[src/design/led_matrix_bar_graph_scanner_assert.svh]
// Assertion macros for the LED matrix bar graph scanner.
// Used by the RTL files that carry concurrent checks; no other dependencies.
`ifndef LED_MATRIX_BAR_GRAPH_SCANNER_ASSERT_SVH
`define LED_MATRIX_BAR_GRAPH_SCANNER_ASSERT_SVH

`ifndef SYNTH

// Same-cycle implication, checked outside reset.
`define LMBG_ASSERT_IMP(lbl, clk, rstn, ante, cons) \
  lbl: assert property (@(posedge clk) disable iff (!rstn) (ante) |-> (cons)) \
    else $error("check failed: lbl");

// Next-cycle implication, checked outside reset.
`define LMBG_ASSERT_NXT(lbl, clk, rstn, ante, cons) \
  lbl: assert property (@(posedge clk) disable iff (!rstn) (ante) |=> (cons)) \
    else $error("check failed: lbl");

`else

`define LMBG_ASSERT_IMP(lbl, clk, rstn, ante, cons)
`define LMBG_ASSERT_NXT(lbl, clk, rstn, ante, cons)

`endif

`endif

[src/design/lmbg_level_ram.sv]
// Column level memory: one write port, one read port with registered data.
// Depends on nothing but its parameters.
module lmbg_level_ram #(
  parameter int unsigned Depth = 64,
  parameter int unsigned Width = 16
) (
  input  logic                     clk_i,
  input  logic                     we_i,
  input  logic [$clog2(Depth)-1:0] waddr_i,
  input  logic [Width-1:0]         wdata_i,
  input  logic                     re_i,
  input  logic [$clog2(Depth)-1:0] raddr_i,
  output logic [Width-1:0]         rdata_o
);

  logic [Width-1:0] mem_q [Depth];
  logic [Width-1:0] rdata_q;

  // Write port.
  always_ff @(posedge clk_i) begin
    if (we_i) begin
      mem_q[waddr_i] <= wdata_i;
    end
  end

  // Read port; the data holds while no read is issued.
  always_ff @(posedge clk_i) begin
    if (re_i) begin
      rdata_q <= mem_q[raddr_i];
    end
  end

  assign rdata_o = rdata_q;

endmodule

[config.mk]
export PLATFORM = sky130hd
export DESIGN_NAME = lmbg_level_ram
export DESIGN_NICKNAME = d
export VERILOG_FILES = /design/src/design/led_matrix_bar_graph_scanner_assert.svh /design/src/design/lmbg_level_ram.sv
export SDC_FILE = /design/constraint.sdc
export NUM_CORES = 1
export LEC_CHECK = 0
export BUFFER_PORTS_ARGS = -buffer_cell sky130_fd_sc_hd__buf_2
export CAP_MARGIN = 5
export CORE_UTILIZATION = 25
export CTS_CLUSTER_DIAMETER = 60
export DETAILED_ROUTE_END_ITERATION = 6
export HOLD_SLACK_MARGIN = 0.06
export SLEW_MARGIN = 20
export SYNTH_ARGS = -nofsm -noshare
export SYNTH_HDL_FRONTEND = slang
export SYNTH_SLANG_ARGS = --single-unit
[constraint.sdc]
create_clock -name clk_i -period 2.6 [get_ports clk_i]
set_input_delay 0.26 -clock clk_i [delete_from_list [all_inputs] [get_ports clk_i]]
set_output_delay 0.26 -clock clk_i [all_outputs]
set_load 0.02 [all_outputs]
==> impl_metrics.ini <==
[yosys]
async_flop_share_pct = 0
yosysWarningCount = 0
synth_edf_count = 1040
yosysUniqueCellTypes = 42
synthCells = 1829
synth_area_leader_cell = edfxtp_1
ys_seq_area_share_pct = 77.68
yosysMostFrequentCell = edfxtp_1
yosys.area.top_type_share_pct = 77.68
synthFlopType = edfxtp_1
syn-num-nets = 1860
synth_area_leaders = edfxtp_1 78%, mux4_2 12%, mux2i_1 2.1%, mux2_2 0.76%, a22oi_1 0.73%
netlist_area_sq_um = 40200
avgSynthCellArea_sq_um = 21.98
ys_top_cells_by_count = 1040 x edfxtp_1, 220 x mux4_2, 85 x mux2i_1
ys_ff_latch = 1040

[global_routing]
grt_pass1_vias = 19740
grtUsageTotal_pct = 12.11
overflow = 0
grt_pass1_wl_um = 143300
grt_max_degree = 65
antenna_found_initial = 12

[setup_path]
critPathLaunchType = register
r2r_start = mem_q[11][13]
r2r_slack_ns = 0.21
worst_r2r_path_depth = 6
critPathKind = reg -> reg
endpoint_kind = register
required_ns = 3.00
crit_fanout = 1
reg2reg_to = rdata_o[13]
critPathArrivalTime_ns = 2.78

[floorplanning]
die_w_um = 403.0
io_pins = 47
start_util_pct = 25.30
die-area_sq_um = 162400
core-area_sq_um = 158900
die_h_um = 403.0
rows = 146

[clocking]
cts_root_buf = clkbuf_16
cts_resized = 0
htree_levels = 3
clkLatencyLatePin_ns = 0.67
clock-sinks = 1040
post_cts_buffers = 0
tritoncts = done
clockBufferDepth = 3
postCtsHoldBufs = 4
cts_inserted_buffers = 108
cts.reportedPaths.clkPinSlew_ns = 0.06

[timing]
skew_ns = 0.02001
relSlewSlack_pct = 38.77
fin_tns_setup_ns = 0
fmax_ghz = 0.4187
slew_violations = 0
setup_viol = 0
post-route-min-period_ns = 2.389
finalCritPeriodShare_pct = 91.87
hold_violations = 0
rsz0062_at_grt = false
tightest_slew_ns = 0.9185

[power_and_ir_drop]
internal-power_w = 0.02772
clock_power_share_pct = 41.5
p_leak_nw = 15.04
p_sw_share_pct = 21.21
switchingPower_w = 0.007464
combPwrFrac_pct = 5.5
ir_drop_mv = 0.4761
p_seq_share_pct = 53.0
powerDensity_nw_per_um2 = 736.5

[detailed_routing]
vias = 19510
drt_first_pass_iters = 5
avgViaCountPerCell = 4.573
wire_per_inst_um = 23.26
remaining_drc_errors = 0
dr.first_iter.drc_count = 2245
finalWirelength_um = 99250
ant_nets = 0

[worst_hold_path]
worstHoldPathType = in -> reg
worstHoldPathCells = 1
holdPathEnd = mem_q[31][13]
min_from = wdata_i[13]

[layout]
area_growth_pct = 18.84
final_nets = 2133
layout-drive-gt1-share_pct = 30.44
postLayoutCoreUtil_pct = 30.06
nFillCells = 15330

[outcome]
outcome = finished, final reports clean

[place]
io_buffers = 46
dp_hpwl_um = 63320
routabilityCongestion = 0.8129

[job]
maxCapViolCount = 0
## cell type report
type | count | area (sq um) | share of cell area, %
timing repair buffer | 267 | 2364 | 4.947
tap | 2072 | 2592 | 5.426
sequential | 1040 | 31230 | 65.37
multi-input combinational | 685 | 8252 | 17.27
clock buffer | 133 | 2818 | 5.898
antenna | 4 | 10.01 | 0.02095
clock inverter | 66 | 510.5 | 1.069
## cells in the final DEF (no fill, tap or decap), types with 5 or more instances in the layout
master,instances
a211o_1,8
a211oi_1,8
a21oi_1,17
a221o_1,6
a221oi_1,16
a22o_1,6
a22oi_1,39
a311oi_1,8
a31oi_1,8
a41oi_1,5
and4_1,5
buf_12,35
buf_2,43
buf_4,182
bufinv_16,7
clkbuf_1,24
clkbuf_16,109
clkinv_1,28
clkinv_2,22
edfxtp_1,1040
mux2_2,27
mux2i_1,85
mux4_2,220
nand2_1,59
nand3_1,24
nand4_1,12
nor2_1,72
nor2b_1,29
o21ai_0,5
## routing by layer
layer | global-route usage (%) | share of wire, % | vias to the layer above | wire length, um
met4 | 2.948 | 2.1 | 12 | 2132
met3 | 3.117 | 8.0 | 140 | 7976
met5 | 0 | 0.069 | - | 68
li1 | - | - | 8274 | -
met2 | 19.02 | 47 | 731 | 46320
met1 | 16.68 | 43 | 10350 | 42750
## through the flow
stage	setup WS [ns]	instances	power, W	hold slack, ns	instance area, sq um
after floorplan	0.3052	1829	0.01997	0.3589	40200
after global placement	-0.2584	4060	0.02093	0.6779	44400
after detailed placement	-0.2339	4060	0.02095	0.6786	44400
after CTS	0.2536	4263	0.03548	0.07610	47770
after global routing	0.1911	4264	0.03619	0.09129	47770
final	0.2114	4267	0.03519	0.09484	47780
## sequential cells by signal, summed over array words and instances, names as in the netlist
name and flops:
rdata_o 16, mem_q 1024
## worst max-delay path: stages (launching register included)
cell	delay, ns
edfxtp_1	0.38
mux4_2	0.48
nor2b_1	0.18
a211o_1	0.29
a31oi_1	0.53
buf_4	0.22
a311oi_1	0.04
## power groups by stage
stage	registers [W]	logic (W)	clock network, W
3_5_place_dp	0.0190	0.00194	0
2_1_floorplan	0.0190	0.000961	0
6_report	0.0187	0.00193	0.0146
5_1_grt	0.0187	0.00205	0.0155
4_1_cts	0.0187	0.00195	0.0149
3_3_place_gp	0.0190	0.00192	0
## cell families after synthesis
group                  after synthesis  share of synthesized area (%)
AND/OR/NAND/NOR                    220                          2.636
buffers and inverters              104                          1.824
AO/OA/AOI/OAI                      129                          2.400
multiplexers                       336                          15.46
flip-flops                        1040                          77.68
## worst max-delay path by stage
| stage | startpoint | endpoint | slack (ns) |
|---|---|---|---|
| 2_1_floorplan | waddr_i[3] | mem_q[48][0] | 0.31 |
| 3_3_place_gp | raddr_i[1] | rdata_o[13] | -0.26 |
| 3_5_place_dp | raddr_i[1] | rdata_o[13] | -0.23 |
| 4_1_cts | mem_q[11][13] | rdata_o[13] | 0.25 |
| 5_1_grt | mem_q[11][13] | rdata_o[13] | 0.19 |
| 6_report | mem_q[11][13] | rdata_o[13] | 0.21 |
Power figures use the tool's default switching activity.
