## src/design/led_matrix_bar_graph_scanner_assert.svh

```systemverilog
// Assertion macros for the LED matrix bar graph scanner.
// Used by the RTL files that carry concurrent checks; no other dependencies.
`ifndef LED_MATRIX_BAR_GRAPH_SCANNER_ASSERT_SVH
`define LED_MATRIX_BAR_GRAPH_SCANNER_ASSERT_SVH

`ifndef SYNTH

// Same-cycle implication, checked outside reset.
`define LMBG_ASSERT_IMP(lbl, clk, rstn, ante, cons) \
  lbl: assert property (@(posedge clk) disable iff (!rstn) (ante) |-> (cons)) \
    else $error("check failed: lbl");

// Next-cycle implication, checked outside reset.
`define LMBG_ASSERT_NXT(lbl, clk, rstn, ante, cons) \
  lbl: assert property (@(posedge clk) disable iff (!rstn) (ante) |=> (cons)) \
    else $error("check failed: lbl");

`else

`define LMBG_ASSERT_IMP(lbl, clk, rstn, ante, cons)
`define LMBG_ASSERT_NXT(lbl, clk, rstn, ante, cons)

`endif

`endif

```

## src/design/lmbg_pkg.sv

```systemverilog
// Shared types and constants of the LED matrix bar graph scanner.
// No dependencies; imported by the interfaces, the pixel compare unit, the top level and the testbench.
package lmbg_pkg;

  // Fixed field widths of the transaction payloads.
  localparam int unsigned OP_W     = 1;
  localparam int unsigned COL_W    = 6;
  localparam int unsigned LVL_IN_W = 8;
  localparam int unsigned ROW_W    = 5;
  localparam int unsigned ADDR_W   = 4;

  // Default sizes of the display.
  localparam int unsigned COLUMNS_DEF    = 64;
  localparam int unsigned HALF_ROWS_DEF  = 16;
  localparam int unsigned LEVEL_BITS_DEF = 8;

  // Item operation codes.
  typedef enum logic [OP_W-1:0] {
    OP_LOAD = 1'b0,
    OP_SCAN = 1'b1
  } lmbg_op_e;

  // Active-low pin levels of one column, both halves.
  typedef struct packed {
    logic upper_red;
    logic upper_green;
    logic lower_red;
    logic lower_green;
  } lmbg_pins_t;

endpackage

```

## src/design/lmbg_pixel_cmp.sv

```systemverilog
// Pixel compare unit: turns one column's levels and the scanned row into pin levels.
// Depends on lmbg_pkg for the pin struct.
module lmbg_pixel_cmp
  import lmbg_pkg::*;
#(
  parameter int unsigned LEVEL_BITS = LEVEL_BITS_DEF
) (
  input  logic [LEVEL_BITS-1:0] bar_i,
  input  logic [LEVEL_BITS-1:0] peak_i,
  input  logic [ROW_W-1:0]      row_i,
  input  logic                  upper_i,
  output lmbg_pins_t            pins_o
);

  // One bit of headroom so that row + 1 never wraps.
  localparam int unsigned CmpW = LEVEL_BITS + 1;

  logic [CmpW-1:0] bar_x;
  logic [CmpW-1:0] peak_x;
  logic [CmpW-1:0] row_x;
  logic [CmpW-1:0] row_inc;
  logic            red_lit;
  logic            green_lit;
  logic            red_pin;
  logic            green_pin;

  assign bar_x   = CmpW'(bar_i);
  assign peak_x  = CmpW'(peak_i);
  assign row_x   = CmpW'(row_i);
  assign row_inc = row_x + CmpW'(1);

  // The bar lights red above the row; the peak marker takes its row and the one below.
  assign red_lit   = bar_x > row_x;
  assign green_lit = (peak_x == row_x) || (peak_x == row_inc);
  assign red_pin   = ~(red_lit & ~green_lit);
  assign green_pin = ~green_lit;

  // Only the half holding the row is driven; the other half stays dark.
  always_comb begin
    pins_o = '{upper_red: 1'b1, upper_green: 1'b1, lower_red: 1'b1, lower_green: 1'b1};
    if (upper_i) begin
      pins_o.upper_red   = red_pin;
      pins_o.upper_green = green_pin;
    end else begin
      pins_o.lower_red   = red_pin;
      pins_o.lower_green = green_pin;
    end
  end

endmodule

```

## config.mk

```make
export PLATFORM = sky130hd
export DESIGN_NAME = lmbg_pixel_cmp
export DESIGN_NICKNAME = d
export VERILOG_FILES = /design/src/design/led_matrix_bar_graph_scanner_assert.svh /design/src/design/lmbg_pkg.sv /design/src/design/lmbg_pixel_cmp.sv
export SDC_FILE = /design/constraint.sdc
export NUM_CORES = 1
export LEC_CHECK = 0
export ABC_CLOCK_PERIOD_IN_PS = 1930
export BUFFER_PORTS_ARGS = -buffer_cell sky130_fd_sc_hd__clkbuf_2
export CAP_MARGIN = 5
export CORE_AREA = 3 3 40 42
export DETAILED_ROUTE_END_ITERATION = 12
export DIE_AREA = 0 0 43 45
export PLACE_DENSITY_LB_ADDON = 0.2
export REMOVE_ABC_BUFFERS = 1
export SETUP_SLACK_MARGIN = 0.2
export SYNTH_ARGS = -nofsm -noshare
export SYNTH_HDL_FRONTEND = slang
export SYNTH_SLANG_ARGS = --single-unit
export TNS_END_PERCENT = 50
```

## constraint.sdc

```tcl
create_clock -name vclk -period 1.93
set_input_delay 0.386 -clock vclk [all_inputs]
set_output_delay 0.386 -clock vclk [all_outputs]
set_load 0.005 [all_outputs]
```

==> impl_summary.log <==
INFO  metric timing.final.max_slew_violations = 0
INFO  metric netlist-cell-type-count = 24
INFO  metric layout_worst_path_cycle_share = 1.10
INFO  metric die_x = 43 µm
INFO  metric ys.warnings.count = 0
INFO  metric p_per_area = 206 nW/µm²
INFO  metric report.final.hold_viol_count = 0
INFO  metric drt-vias-per-instance = 4.73
INFO  metric drv.max_cap_violation_count = 0
INFO  metric floorplan.die.height = 45 µm
INFO  metric gp_congestion = 0.681
INFO  metric layout.cell_area.non_filler = 641 µm²
INFO  metric numPlacedInstances = 95
INFO  metric area_growth = 91.0%
INFO  metric synth.cell_area = 335 µm²
INFO  metric violations = setup timing
INFO  metric timing_worst_slew_pin_value = 0.361 ns
INFO  metric synth_largest_area_cell = sky130_fd_sc_hd__ha_1
INFO  metric grt_start_max_net_pins = 6
INFO  metric grt_usage = 0.103
INFO  metric layoutNonFillerInstCount = 96
INFO  metric seq_area_frac_synth = 0
INFO  metric placedInstanceArea = 537 µm²
INFO  metric drt_first_iter_violations = 1
INFO  metric hp-class = primary input to output pin
INFO  metric setup_slack = -0.195 ns
INFO  metric maxSlewHeadroom = 0.756
INFO  metric report.final.setup_viol = 4
INFO  metric rows = 13
INFO  metric worst_setup_path_end_kind = output pin
INFO  metric worst-path-max-fanout = 3
INFO  metric detailedRoute.firstPassIterationCount = 2
INFO  metric final_layout_size_suffix_gt1_frac = 0.568
INFO  metric synthTopCellsByArea = sky130_fd_sc_hd__ha_1 (22%), sky130_fd_sc_hd__xor2_1 (13%), sky130_fd_sc_hd__inv_1 (5.6%)
INFO  metric synthesis.area_per_instance = 7.13 µm²
INFO  metric synthCells = 47
INFO  metric grt_pass1_vias = 455
INFO  metric floorplan.initialDensity = 0.261
INFO  metric io_buffer_count = 26
INFO  metric critical_path.startpoint_type = primary input
INFO  metric vias = 454
INFO  metric rsz0062_at_grt = true
INFO  metric fp.dieArea = 1940 µm²
INFO  metric design.seq.count = 0
INFO  metric finalCoreUtilization = 0.499
INFO  metric cts_hold_repair.buffers = 0
INFO  metric final_net_count = 111
INFO  metric floorplan.core_area = 1280 µm²
INFO  metric clock.fmax = 0.470 GHz
INFO  metric detailed_route_drc_error_count = 0
INFO  metric number_of_antenna_diodes = 0
INFO  metric ant_nets = 0
INFO  metric setup_total_negative_slack = -0.484 ns
INFO  metric timing.critical_path.arrival = 1.74 ns
INFO  metric clockBufferCount = 0
INFO  metric num_ports = 26
INFO  metric power.static_leakage = 0.311 nW
INFO  metric layout.area.seq = 0 µm²
INFO  metric wire_per_inst = 10.2 µm
INFO  metric wire_length_of_the_first_global_routing_pass = 1.66 mm
INFO  metric run_status = finished with violations
INFO  metric final_period_minus_worst_setup_slack = 2.13 ns
INFO  metric routed_wirelength = 975 µm
INFO  metric path_type_of_the_worst_setup_path = primary input to output pin
INFO  metric place_worst_setup_slack = -0.327 ns
INFO  metric worst_ir_drop_vdd = 0.0806 mV
INFO  metric post-synth-top-area-fraction = 0.224
INFO  metric grt_overflow_total = 0
INFO  metric crit_required = 1.54 ns
INFO  metric number_of_antenna_violations_at_the_first_check_in_global_routing = 0
-- where the power goes --
group	leakage, nW	switching [mW]	internal, mW
logic	0.311	0.0561	0.0756
clock network	0	0	0
registers	0	0	0
total	0.311	0.0561	0.0756
-- synthesized netlist by cell type --
master                     number
sky130_fd_sc_hd__nand4_1        3
sky130_fd_sc_hd__nor2_1         2
sky130_fd_sc_hd__and2_4         1
sky130_fd_sc_hd__xnor2_1        2
sky130_fd_sc_hd__inv_1          5
sky130_fd_sc_hd__mux2i_1        1
sky130_fd_sc_hd__nand2b_1       1
sky130_fd_sc_hd__nor4_1         2
sky130_fd_sc_hd__o211ai_1       1
sky130_fd_sc_hd__nor4b_1        1
sky130_fd_sc_hd__nand3_1        3
sky130_fd_sc_hd__nor2b_1        1
sky130_fd_sc_hd__nand2_1        2
sky130_fd_sc_hd__a211o_1        1
sky130_fd_sc_hd__ha_1           6
sky130_fd_sc_hd__a211oi_1       1
sky130_fd_sc_hd__xor2_1         5
sky130_fd_sc_hd__a21oi_1        1
sky130_fd_sc_hd__a31oi_1        1
sky130_fd_sc_hd__or4_1          1
sky130_fd_sc_hd__o21ai_0        3
sky130_fd_sc_hd__or3_1          1
sky130_fd_sc_hd__nand3b_1       1
sky130_fd_sc_hd__o21a_1         1
-- stage by stage --
step	power, mW	hold slack (ns)
finish	0.132	1.03
global route	0.147	1.08
CTS	0.122	1.03
detailed placement	0.107	1.03
global placement	0.106	1.02
floorplan	0.0503	0.813
-- cells by family (layout without fill, tap and decap cells) --
group	after synthesis	in the layout	share of synthesized area
multiplexers	1	1	0.0299
AND/OR/NAND/NOR	19	19	0.336
adder cells (fa/ha/maj)	6	6	0.224
buffers and inverters	5	39	0.0560
AO/OA/AOI/OAI	9	9	0.172
XOR/XNOR	7	7	0.183
-- what timing repair did --
| action | CTS | global route |
|---|---|---|
| pin swaps | 6 | 4 |
| endpoints found under the setup margin | 4 | 4 |
| endpoints found under the hold margin | 0 | 0 |
| setup buffers | 1 | 0 |
| gates resized for setup | 8 | 10 |
| gates cloned | 0 | 0 |
-- placed cells by master, fill, tap and decap left out, drive strengths merged, types with 2 or more instances in the layout --
master  Yosys  layout
xnor2       2       2
xor2        5       5
nand3       3       3
inv         5       4
ha          6       6
nand2       2       2
nor2        2       2
o21ai       3       3
nand4       3       3
clkbuf      0      25
nor4        2       2
buf         0       9
-- path summary, 6_finish.rpt --
| path | slack (ns) | cells past startpoint | start | to |
|---|---|---|---|---|
| setup / recovery | -0.20 | 9 | row_i[1] | pins_o[1] |
| hold / removal | 1.03 | 3 | upper_i | pins_o[2] |
-- routing by layer --
metal,GRT usage,wire [µm]
met5,0,0
met4,0,0
met3,0,63
met2,0.210,469
met1,0.129,442
-- worst max-delay path: stages --
cell and delay [ns]:
sky130_fd_sc_hd__clkbuf_16 0.11, sky130_fd_sc_hd__clkinv_4 0.04, sky130_fd_sc_hd__ha_4 0.20, sky130_fd_sc_hd__nor2b_4 0.12
sky130_fd_sc_hd__o211ai_1 0.15, sky130_fd_sc_hd__a21oi_1 0.09, sky130_fd_sc_hd__or4_4 0.43, sky130_fd_sc_hd__nand3b_1 0.10
sky130_fd_sc_hd__clkbuf_2 0.11
-- final cells by class --
cell class         count  area (µm²)
fillers              135         644
well taps             15        18.8
multi-input cells     42         385
repair buffers        34         213
inverters              5        23.8
No activity file was read; power rests on OpenSTA's default activity.
